===== config.mk =====
export PLATFORM = sky130hd
export DESIGN_NAME = radix_integer_to_digits
export DESIGN_NICKNAME = d
export VERILOG_FILES = /design/src/rtl/core/rtd_pkg.sv /design/src/rtl/core/rtd_divider.sv /design/src/rtl/core/radix_integer_to_digits.sv
export VERILOG_INCLUDE_DIRS = /design/src /design/src/rtl/core
export SDC_FILE = /design/constraint.sdc
export NUM_CORES = 2
export LEC_CHECK = 0
export ABC_AREA = 1
export BUFFER_PORTS_ARGS = -buffer_cell sky130_fd_sc_hd__buf_2
export CORE_MARGIN = 1
export CORE_UTILIZATION = 30
export DETAILED_ROUTE_END_ITERATION = 10
export PLACE_DENSITY = 0.52
export RECOVER_POWER = 25
export SKIP_LAST_GASP = 1
export SYNTH_ARGS = -nofsm -noshare
export SYNTH_HDL_FRONTEND = slang
export SYNTH_HIERARCHICAL = 1
export SYNTH_SLANG_ARGS = --single-unit
export TNS_END_PERCENT = 100

===== constraint.sdc =====
create_clock -name clock -period 11.7 [get_ports clock]
set_input_delay 0.585 -clock clock [delete_from_list [all_inputs] [get_ports clock]]
set_output_delay 0.585 -clock clock [all_outputs]
set_load 0.1 [all_outputs]

===== src/rtl/core/assert_macros.svh =====
// Assertion macros shared by the RTL of the integer to digits block.
`ifndef ASSERT_MACROS_SVH
`define ASSERT_MACROS_SVH

// Consequent checked in the same cycle as the antecedent.
`define RTD_ASSERT_SAME(label, ante, cons, msg) \
   label: assert property (@(posedge clock) disable iff (reset) (ante) |-> (cons)) \
      else $error(msg);

// Consequent checked in the cycle after the antecedent.
`define RTD_ASSERT_NEXT(label, ante, cons, msg) \
   label: assert property (@(posedge clock) disable iff (reset) (ante) |=> (cons)) \
      else $error(msg);

`endif


===== src/rtl/core/rtd_pkg.sv =====
// Types, constants and sizes for the integer to digits block.
`default_nettype none

package rtd_pkg;

   localparam int MAX_SYMBOLS  = 16;
   localparam int VALUE_BITS   = 32;
   localparam int SYMBOL_SLOTS = 16;                 // fixed by the two 64-bit symbol registers
   localparam int SYMBOL_W     = 8;
   localparam int COUNT_W      = 5;                  // width of symbol_count
   localparam int CSR_DATA_W   = 64;
   localparam int CSR_INDEX_W  = 2;
   localparam int MAG_BITS     = VALUE_BITS + 1;
   localparam int DIGIT_W      = $clog2(MAX_SYMBOLS);
   localparam int CNT_W        = $clog2(MAG_BITS + 1);
   localparam int STEP_BITS    = 8;                  // quotient bits resolved per divider cycle
   localparam int DIV_STEPS    = (MAG_BITS + STEP_BITS - 1) / STEP_BITS;
   localparam int DIV_BITS     = DIV_STEPS * STEP_BITS;
   localparam int STEP_CNT_W   = $clog2(DIV_STEPS);

   localparam logic [SYMBOL_W-1:0] CH_MINUS = 8'h2D;
   localparam logic [SYMBOL_W-1:0] CH_PLUS  = 8'h2B;

   typedef enum logic [CSR_INDEX_W-1:0] {
      CSR_SYMBOL_COUNT = 2'd0,
      CSR_SYMBOLS_LOW  = 2'd1,
      CSR_SYMBOLS_HIGH = 2'd2
   } csr_index_type;

   typedef enum logic [1:0] {
      ST_IDLE,
      ST_DIVIDE,
      ST_SIGN,
      ST_EMIT
   } state_type;

   typedef struct packed {
      logic                start;
      logic [MAG_BITS-1:0] dividend;
      logic [COUNT_W-1:0]  divisor;
   } div_req_type;

   typedef struct packed {
      logic                done;
      logic [MAG_BITS-1:0] quotient;
      logic [DIGIT_W-1:0]  remainder;
   } div_rsp_type;

endpackage

`default_nettype wire


===== src/rtl/core/rtd_divider.sv =====
// Iterative divider by a small radix, STEP_BITS quotient bits per cycle.
`default_nettype none

module rtd_divider
   import rtd_pkg::*;
(
   input  wire logic        clock,
   input  wire logic        reset,
   input  wire div_req_type div_req,
   output div_rsp_type      div_rsp
);

   logic [DIV_BITS-1:0]   work_ff, work_in;
   logic [DIGIT_W-1:0]    rem_ff, rem_in;
   logic [COUNT_W-1:0]    divisor_ff, divisor_in;
   logic [STEP_CNT_W-1:0] cnt_ff, cnt_in;
   logic                  busy_ff, busy_in;
   logic                  done_ff, done_in;

   // Restoring long division; quotient bits shift in at the bottom of work.
   always_comb begin
      logic [DIV_BITS-1:0] w;
      logic [DIGIT_W-1:0]  r;
      logic [COUNT_W-1:0]  t;
      w          = work_ff;
      r          = rem_ff;
      t          = '0;
      work_in    = work_ff;
      rem_in     = rem_ff;
      divisor_in = divisor_ff;
      cnt_in     = cnt_ff;
      busy_in    = busy_ff;
      done_in    = 1'b0;
      if (div_req.start) begin
         work_in    = DIV_BITS'(div_req.dividend);
         rem_in     = '0;
         divisor_in = div_req.divisor;
         cnt_in     = '0;
         busy_in    = 1'b1;
      end else if (busy_ff) begin
         for (int i = 0; i < STEP_BITS; i++) begin
            t = COUNT_W'({r, w[DIV_BITS-1]});
            w = {w[DIV_BITS-2:0], 1'b0};
            if (t >= divisor_ff) begin
               w[0] = 1'b1;
               r    = DIGIT_W'(t - divisor_ff);
            end else begin
               r    = DIGIT_W'(t);
            end
         end
         work_in = w;
         rem_in  = r;
         cnt_in  = STEP_CNT_W'(cnt_ff + 1'b1);
         if (cnt_ff == STEP_CNT_W'(DIV_STEPS - 1)) begin
            busy_in = 1'b0;
            done_in = 1'b1;
         end
      end
   end

   always_ff @(posedge clock) begin
      if (reset) begin
         busy_ff <= 1'b0;
         done_ff <= 1'b0;
         cnt_ff  <= '0;
      end else begin
         busy_ff <= busy_in;
         done_ff <= done_in;
         cnt_ff  <= cnt_in;
      end
      work_ff    <= work_in;
      rem_ff     <= rem_in;
      divisor_ff <= divisor_in;
   end

   assign div_rsp.done      = done_ff;
   assign div_rsp.quotient  = work_ff[MAG_BITS-1:0];
   assign div_rsp.remainder = rem_ff;

endmodule

`default_nettype wire


===== src/rtl/core/radix_integer_to_digits.sv =====
// Signed integer to digit symbols in a configured radix: sequencer, digit stack, output register.
//
// Usage:
//   csr_*  : register writes (index 0 symbol_count, 1 symbols_low, 2 symbols_high),
//            always ready; write only while the block is idle.
//   req_*  : one signed value per word; req_ready is high only while the block is idle.
//   rsp_*  : one symbol per word, '-' first for a negative value, digits most
//            significant first, rsp_last on the final symbol of the value.
// An invalid alphabet (fewer than two symbols, too many, a repeat, '+', '-' or a
// zero byte) swallows the value and produces nothing.
// Conversion: each digit costs one pass of the shared divider, digit after digit, and
// then the symbols go out one per cycle while the receiver is ready (D for a value
// with D digits, plus one for the sign). At most 32 digits plus the sign, so at most
// 33 symbols per value.
// The next value is accepted once the last symbol sits in the output register.
// A stalled receiver holds the output register and the sequencer waits on it.
// Reset clears the registers to zero (empty alphabet) and drops any pending output.
`default_nettype none
`include "assert_macros.svh"

module radix_integer_to_digits
   import rtd_pkg::*;
(
   input  wire logic                   clock,
   input  wire logic                   reset,
   input  wire logic                   csr_valid,
   output      logic                   csr_ready,
   input  wire logic [CSR_INDEX_W-1:0] csr_index,
   input  wire logic [CSR_DATA_W-1:0]  csr_data,
   input  wire logic                   req_valid,
   output      logic                   req_ready,
   input  wire logic signed [31:0]     req_value,
   output      logic                   rsp_valid,
   input  wire logic                   rsp_ready,
   output      logic [SYMBOL_W-1:0]    rsp_symbol,
   output      logic                   rsp_last
);

   logic [COUNT_W-1:0]    symbol_count_ff;
   logic [CSR_DATA_W-1:0] symbols_low_ff;
   logic [CSR_DATA_W-1:0] symbols_high_ff;

   state_type             state_ff, state_in;
   logic [CNT_W-1:0]      count_ff, count_in;
   logic                  neg_ff, neg_in;
   logic [DIGIT_W-1:0]    stack_ff [MAG_BITS];
   logic [DIGIT_W-1:0]    stack_in [MAG_BITS];
   logic                  rsp_valid_ff, rsp_valid_in;
   logic [SYMBOL_W-1:0]   rsp_symbol_ff, rsp_symbol_in;
   logic                  rsp_last_ff, rsp_last_in;

   logic [2*CSR_DATA_W-1:0] sym_table;
   logic                    alpha_ok;
   logic [VALUE_BITS-1:0]   raw;
   logic [MAG_BITS-1:0]     mag;
   logic                    slot_free;
   logic                    load;
   div_req_type             div_req;
   div_rsp_type             div_rsp;

   assign csr_ready = 1'b1;

   always_ff @(posedge clock) begin
      if (reset) begin
         symbol_count_ff <= '0;
         symbols_low_ff  <= '0;
         symbols_high_ff <= '0;
      end else if (csr_valid && csr_ready) begin
         unique case (csr_index_type'(csr_index))
            CSR_SYMBOL_COUNT: symbol_count_ff <= csr_data[COUNT_W-1:0];
            CSR_SYMBOLS_LOW:  symbols_low_ff  <= csr_data;
            CSR_SYMBOLS_HIGH: symbols_high_ff <= csr_data;
            default: ;
         endcase
      end
   end

   assign sym_table = {symbols_high_ff, symbols_low_ff};

   // Pairwise compares are independent; only the reduction is shared.
   always_comb begin
      logic bad;
      bad = 1'b0;
      for (int a = 0; a < SYMBOL_SLOTS; a++) begin
         if (a < int'(symbol_count_ff)) begin
            if (sym_table[a*SYMBOL_W +: SYMBOL_W] == '0 ||
                sym_table[a*SYMBOL_W +: SYMBOL_W] == CH_MINUS ||
                sym_table[a*SYMBOL_W +: SYMBOL_W] == CH_PLUS)
               bad = 1'b1;
            for (int b = a + 1; b < SYMBOL_SLOTS; b++) begin
               if (b < int'(symbol_count_ff) &&
                   sym_table[b*SYMBOL_W +: SYMBOL_W] == sym_table[a*SYMBOL_W +: SYMBOL_W])
                  bad = 1'b1;
            end
         end
      end
      alpha_ok = !bad && symbol_count_ff >= COUNT_W'(2) &&
                 symbol_count_ff <= COUNT_W'(MAX_SYMBOLS);
   end

   // Magnitude one bit wider so the most negative value survives negation.
   assign raw = VALUE_BITS'(req_value);
   assign mag = raw[VALUE_BITS-1] ? MAG_BITS'(-{raw[VALUE_BITS-1], raw})
                                  : MAG_BITS'(raw);

   assign slot_free = !rsp_valid_ff || rsp_ready;
   assign req_ready = (state_ff == ST_IDLE);

   always_comb begin
      state_in         = state_ff;
      count_in         = count_ff;
      neg_in           = neg_ff;
      stack_in         = stack_ff;
      load             = 1'b0;
      rsp_symbol_in    = rsp_symbol_ff;
      rsp_last_in      = rsp_last_ff;
      div_req.start    = 1'b0;
      div_req.dividend = mag;
      div_req.divisor  = symbol_count_ff;
      unique case (state_ff)
         ST_IDLE: begin
            if (req_valid && alpha_ok) begin
               div_req.start = 1'b1;
               neg_in        = raw[VALUE_BITS-1];
               count_in      = '0;
               state_in      = ST_DIVIDE;
            end
         end
         ST_DIVIDE: begin
            if (div_rsp.done) begin
               // push the new digit; digits come out least significant first
               stack_in[0] = div_rsp.remainder;
               for (int i = 1; i < MAG_BITS; i++) stack_in[i] = stack_ff[i-1];
               count_in = CNT_W'(count_ff + 1'b1);
               if (div_rsp.quotient == '0) begin
                  state_in = neg_ff ? ST_SIGN : ST_EMIT;
               end else begin
                  div_req.start    = 1'b1;
                  div_req.dividend = div_rsp.quotient;
               end
            end
         end
         ST_SIGN: begin
            if (slot_free) begin
               load          = 1'b1;
               rsp_symbol_in = CH_MINUS;
               rsp_last_in   = 1'b0;
               state_in      = ST_EMIT;
            end
         end
         ST_EMIT: begin
            if (slot_free) begin
               load          = 1'b1;
               rsp_symbol_in = sym_table[{stack_ff[0], 3'b000} +: SYMBOL_W];
               rsp_last_in   = (count_ff == CNT_W'(1));
               for (int i = 0; i < MAG_BITS - 1; i++) stack_in[i] = stack_ff[i+1];
               stack_in[MAG_BITS-1] = '0;
               count_in = CNT_W'(count_ff - 1'b1);
               if (count_ff == CNT_W'(1)) state_in = ST_IDLE;
            end
         end
         default: state_in = ST_IDLE;
      endcase
      rsp_valid_in = load ? 1'b1 : (rsp_ready ? 1'b0 : rsp_valid_ff);
   end

   always_ff @(posedge clock) begin
      if (reset) begin
         state_ff     <= ST_IDLE;
         count_ff     <= '0;
         rsp_valid_ff <= 1'b0;
      end else begin
         state_ff     <= state_in;
         count_ff     <= count_in;
         rsp_valid_ff <= rsp_valid_in;
      end
      neg_ff        <= neg_in;
      stack_ff      <= stack_in;
      rsp_symbol_ff <= rsp_symbol_in;
      rsp_last_ff   <= rsp_last_in;
   end

   rtd_divider u_divider (
      .clock   (clock),
      .reset   (reset),
      .div_req (div_req),
      .div_rsp (div_rsp)
   );

   assign rsp_valid  = rsp_valid_ff;
   assign rsp_symbol = rsp_symbol_ff;
   assign rsp_last   = rsp_last_ff;

   `RTD_ASSERT_NEXT(a_bad_alpha_drops, req_valid && req_ready && !alpha_ok, state_ff == ST_IDLE, "invalid alphabet started a conversion")
   `RTD_ASSERT_SAME(a_count_bound, 1'b1, count_ff <= CNT_W'(MAG_BITS), "digit count beyond magnitude width")
   `RTD_ASSERT_SAME(a_emit_nonempty, state_ff == ST_EMIT || state_ff == ST_SIGN, count_ff != '0, "emitting with an empty digit stack")
   `RTD_ASSERT_SAME(a_done_in_divide, div_rsp.done, state_ff == ST_DIVIDE, "divider finished outside the divide phase")

endmodule

`default_nettype wire

==> Word level (Yosys, flattened, before mapping) <==
Index checks and enable logic that the tools add are counted.
{ "totals": {"reg_bits": 338, "in_bits": 103, "output_inout_bits": 12} }
{ "classes": {"addsub": 12, "n_lt_le_gt_ge": 26, "eq_ne": 166, "shift": 1, "mux": 219, "bitwise_logic": 1, "n_reduce_logical": 194} }
{ "op_table": {"columns": ["op", "n"], "rows": [
  ["8-bit == test", 120],
  ["132-bit two-way mux", 2],
  ["132-bit case mux with 2 select lines", 1],
  ["8-bit by 6-bit == test with 1-bit output (second input constant)", 32],
  ["1-bit two-way mux", 172],
  ["33-bit two-way mux", 4],
  ["8-bit zero test", 16],
  ["128-bit by 8-bit variable part select with 8-bit output", 1],
  ["1-bit logical AND", 123],
  ["4-bit two-way mux", 22],
  ["34-bit two-way mux", 2],
  ["5-bit greater-or-equal comparator", 8],
  ["4-bit by 5-bit < comparator with 1-bit output (first input constant)", 8],
  ["33-bit zero test", 1],
  ["1-bit logical OR", 33],
  ["33-bit negation", 1],
  ["4-bit subtractor", 8],
  ["3-bit by 5-bit < comparator with 1-bit output (first input constant)", 4],
  ["6-bit two-way mux", 3],
  ["6-bit case mux with 3 select lines", 1],
  ["8-bit two-way mux", 2],
  ["8-bit case mux with 2 select lines", 1],
  ["2-bit two-way mux", 6],
  ["1-bit by 5-bit < comparator with 1-bit output (first input constant)", 2],
  ["26 further kinds", 46]
]} }

==> Logic depth before layout (Yosys ltp) <==
{ "logic_depth": {"depth_word": 190, "ltp_mapped": 69} }

==> Hierarchy <==
Netlist, hierarchy kept.
{ "modules_own_cells": {"columns": ["mod", "n_inst", "cells_each", "area_each_um2"], "rows": [
  ["radix_integer_to_digits", 1, 4667, 28800.1],
  ["rtd_divider", 1, 538, 4230.3]
]} }

==> Worst setup path after synthesis <==
OpenSTA, ideal clock, no wires.
{ "synth_timing": {"path_kind": "register to register", "startpoint": "register u_divider.divisor_ff[1]", "endpoint": "register u_divider.work_ff[0] (data pin)", "setup_time_ns": 0.268, "arrival_time_ns": 8.507, "required_ns": 11.432, "slack_ns": 2.926, "stages_incl_launch_ff": 65, "n_path_buf": 0, "period_less_slack_ns": 8.774, "cell_sequence": "edfxtp_1 -> inv_1 -> ha_1 -> nand2_1 -> clkinv_1 -> nand4_1 -> nand3_2 -> nor2_1 -> a21oi_1 -> ha_1 -> nand2_1 -> inv_1 -> a21oi_1 -> nand3_2 -> inv_2 -> or2_1 -> nand2_1 -> ha_1 -> [... 29 more ...] -> nand3_1 -> and2_1 -> ha_1 -> a21oi_1 -> o21a_1 -> nand3_2 -> inv_1 -> nand3_1 -> nand2_1 -> ha_1 -> a21oi_1 -> o21ai_2 -> nand2_1 -> nand3_1 -> nand2_1 -> nand2_2 -> inv_1 -> o21ai_0"} }
{ "synth_via": {"elab_chain_len": 32, "elab_cells_between_ends": 39} }
{ "synth_lines": {"columns": ["element", "line_no", "text"], "rows": [
  ["start, declared", "rtd_divider.sv:15", "logic [COUNT_W-1:0] divisor_ff, divisor_in;"],
  ["start signal, assigned", "rtd_divider.sv:73", "divisor_ff <= divisor_in;"],
  ["4-bit subtractor or 5-bit greater-or-equal comparator (tied branches)", "rtd_divider.sv:46, rtd_divider.sv:44", null],
  ["4-bit two-way mux", "rtd_divider.sv:44", "if (t >= divisor_ff) begin"],
  ["4-bit two-way mux", "rtd_divider.sv:40", "end else if (busy_ff) begin"],
  ["4-bit two-way mux", "rtd_divider.sv:34", "if (div_req.start) begin"],
  ["4-bit subtractor or 5-bit greater-or-equal comparator (tied branches)", "rtd_divider.sv:46, rtd_divider.sv:44", null],
  ["4-bit two-way mux", "rtd_divider.sv:44", null],
  ["4-bit two-way mux", "rtd_divider.sv:40", null],
  ["4-bit two-way mux", "rtd_divider.sv:34", null],
  ["[... 17 more ...]", null, null],
  ["4-bit two-way mux", "rtd_divider.sv:44", null],
  ["4-bit two-way mux", "rtd_divider.sv:40", null],
  ["4-bit two-way mux", "rtd_divider.sv:34", null],
  ["5-bit greater-or-equal comparator *", "rtd_divider.sv:44", null],
  ["1-bit two-way mux *", "rtd_divider.sv:44", null],
  ["33-bit two-way mux *", "rtd_divider.sv:40", null],
  ["33-bit two-way mux *", "rtd_divider.sv:34", null],
  ["named net u_divider.work_in[0]", "rtd_divider.sv:13", "logic [DIV_BITS-1:0] work_ff, work_in;"],
  ["end signal, assigned", "rtd_divider.sv:71", "work_ff <= work_in;"],
  ["end, declared", "rtd_divider.sv:13", null]
]} }
The timed path passes the listed nets; every way through them passes the cells marked *. The select of a mux whose other input is x is not followed.
A chain may end at the register's enable or synchronous reset.

==> Worst setup path after layout <==
Ends and elaborated chain as after synthesis.

==> results by group <==
Status
  • Status: finished with violations
  • Violated checks: max-capacitance violations, max-slew violations

Route
  • 1st-iter DRT viols: 5954
  • Vias: 37200
  • Routed wire length: 178000 um
  • Post-route ant nets: 0
  • DR top layer: met5
  • Wl on met1: 70900 um
  • Routed vias/inst: 5.73
  • Pre-Repair DR Iteration Count: 9
  • Routed wl met2: 68800 um
  • Met3 WL: 26400 um
  • WL/cell: 27.5 um
  • DRC viols: 0

Pwr
  • Share of power burned in registers: 15.6%
  • Power per cell area: 322 nW/um2
  • Switching share of power: 51.6%
  • Lkg Pwr: 0.0155 uW
  • VDD IR max: 1000 uV
  • Clock share of power: 13.2%
  • P_sw: 5850 uW
  • Combinational power share: 71.2%
  • Int Pwr: 5490 uW

Setup path
  • Arrival time at the worst endpoint: 10.79 ns
  • CP Max Fanout: 10
  • CP Buf/Inv Count: 11
  • Cell family with most CP delay: simple AND/OR/NAND/NOR gates
  • Critical Path Source Type: flop
  • Crit path capture type: flop
  • Max stage delay cell, worst path: edfxtp_1
  • Max incr delay on CP: 0.69 ns
  • Most used cell, CP: nand2_1
  • R2r startpoint: u_divider/divisor_ff[1]
  • Worst setup startpoint: u_divider/divisor_ff[1]
  • Data required, critical path: 12.04 ns
  • Crit Path Category: flop to flop

Global route
  • GRT overflow: 0
  • Global-route wire length before repair: 248000 um
  • Vias in the first global route: 33200
  • Initial antenna violation count: 11
  • Largest net degree at the start of global routing: 112
  • GRT Total Usage: 30.8%

Cells and area
  • Final layout net count: 5193
  • Fraction of layout cells with a size suffix above 1: 8.17%
  • Syn-to-layout area delta: 6.57%
  • Fillers: 12000
  • Final core occ: 32.3%
  • Final instance area: 35200 um2
  • FF+latch area: 8570 um2
  • Area occupied by multi-input gates: 20300 um2

Timing
  • Worst Skew: 0.0699 ns
  • Worst Max-Slew Pin Slew: 3.06 ns
  • Setup TNS: 0 ns
  • Final Cycle Share: 89.3%
  • RSZ-0062 raised after global routing: no
  • Minimum hold slack: 0.220 ns
  • Final hold viol count: 0
  • Final Max Slew Viols: 219
  • Setup violations, final: 0
  • Max Fclk: 95.7 MHz
  • Final worst path period need: 10.45 ns
  • Slew headroom: -104%

Clock tree
  • TritonCTS clock tree: yes
  • Post-CTS sizing: 0
  • Worst-skew pair later-pin latency: 0.67 ns
  • Post-CTS setup buffers: 0
  • CTS buffer count: 43
  • CTS clk-pin slew, worst paths: 0.06 ns
  • H-Tree Level Count: 2
  • Sink Count: 338
  • Max Root-Sink Buffers: 3
  • Hold-fix buffers, CTS: 0
  • Root Driver: clkbuf_16

Yosys
  • Synthesized flop and latch total: 338
  • Post-synth EDFFs: 180
  • Cell taking the most area after synthesis: nand2_1
  • Post-synth top area share: 19.1%
  • Post-synth net total: 5366
  • Sequential share of the synthesized area: 25.9%
  • Synth cell count leaders: 1681 x nand2_1, 497 x nor2_1, 427 x o21ai_0
  • Synth unique cells: 55
  • Async SR Flop Fraction: 0%
  • Synth area leaders: nand2_1 19%, edfxtp_1 16%, dfxtp_1 9.6%, o21ai_0 6.5%, xor2_1 6.4%
  • Top FF cell, synth: edfxtp_1
  • Ys Warns: 6
  • Top-count cell post-synth: nand2_1
  • Synthesized area: 33000 um2
  • Gate Count Post-Synth: 5205
  • Syn avg cell area: 6.35 um2

Die
  • # IOs: 115
  • Rows: 121
  • Core area: 109000 um2
  • Die Span Y: 334 um
  • Initial core utilization: 30.3%
  • Die X-Extent: 334 um
  • Die area: 111000 um2

Placed design
  • Placed inst area: 33700 um2
  • Post-detail-place hpwl: 111000 um
  • I/O Buffers: 113
  • GPL Wtd Cong: 1.08

Hold path
  • HP Start: csr_data[25]
  • Hold WC Path Type: input port to flop

Run
  • Max_cap viols: 4
==> logic make-up (layout without fill, tap and decap cells) <==
kind of cell               Yosys count  in the layout  share of synthesized area, %
buffers and inverters              820            680                          12.6
other                                1              5                        0.0114
xor gates and xnor gates           456            456                          12.1
and+or+nand+nor                   2736           2736                          34.5
muxes                                2              2                        0.0644
AOI/OAI and AO/OA                  794            794                          12.4
DFF                                338            338                          25.9
adders and majority gates           58             58                          2.38
==> power groups by stage <==
stage,Sequential (uW),Clock [uW],Combinational (uW)
2_1_floorplan,1770,0,6340
3_3_place_gp,1780,0,7980
3_5_place_dp,1790,0,7990
4_1_cts,1760,1540,8020
5_1_grt,1790,1580,9170
6_report,1760,1500,8080
==> layer usage <==
| layer | up-vias | GRT usage, % |
|---|---|---|
| met1 | 17200 | 40.3 |
| li1 | 16400 | - |
| met3 | 739 | 11.9 |
| met2 | 2876 | 43.1 |
| met5 | - | 0 |
| met4 | 14 | 16.5 |
==> worst reg2reg max path, delay by kind of cell, from the launching register on <==
family                   cells  cell delay [ns]
AND/OR/NAND/NOR             35             4.00
buffers and inverters       11             1.49
flip-flops                   1             0.69
AO/OA/AOI/OAI                9             1.48
adder cells (fa/ha/maj)      8             2.50
==> placed cells by master, fill, tap and decap left out, drive strengths merged, types with 2 or more instances in the layout <==
master       n
buf        249
o211ai      10
a211oi       2
nor2       506
a31oi        4
o21ai      449
xor2       240
o21bai       2
clkbuf      67
or2          9
nand3      271
nand4      196
xnor2      216
nor4         9
nand2     1689
edfxtp     180
clkinvlp     2
a21oi      302
ha          50
fa           8
dfxtp      158
nor3        43
inv        311
and2         5
nor3b        3
o22ai       12
bufinv       8
clkinv      43
diode        4
nand3b       5
o31ai        9
==> through the flow <==
stage               worst slack, ns  total power, uW  cells
global placement               1.27             9760   6401
global route                  0.229            12500   6479
floorplan                      2.93             8110   5205
detailed placement             1.22             9780   6401
finish                         1.25            11300   6483
CTS                            1.18            11300   6479
==> state kept, by name, indices dropped and copies added, names as in the netlist <==
name,count
state_ff,2
u_divider/rem_ff,4
u_divider/busy_ff,1
stack_ff,132
count_ff,6
u_divider/work_ff,40
rsp_last,1
u_divider/cnt_ff,3
u_divider/divisor_ff,5
rsp_symbol,8
rsp_valid,1
symbol_count_ff,5
symbols_low_ff,64
symbols_high_ff,64
u_divider/done_ff,1
neg_ff,1
==> cell type report <==
cell class | count | share of cell area [%]
multi-input combinational | 4047 | 57.8
sequential | 338 | 24.3
tap | 1414 | 5.03
timing repair buffer | 263 | 4.74
inverter | 339 | 3.69
clock buffer | 53 | 3.34
clock inverter | 25 | 1.05
antenna | 4 | 0.0284
==> final timing paths <==
kind	end	slack, ns	cells after the start
hold / removal	symbols_low_ff[25]	0.22	3
hold reg to reg	u_divider/rem_ff[3]	0.48	2
setup reg to reg	u_divider/work_ff[0]	1.25	63
setup / recovery	u_divider/work_ff[0]	1.25	63
Note: power is estimated with default switching activity, not from simulation.
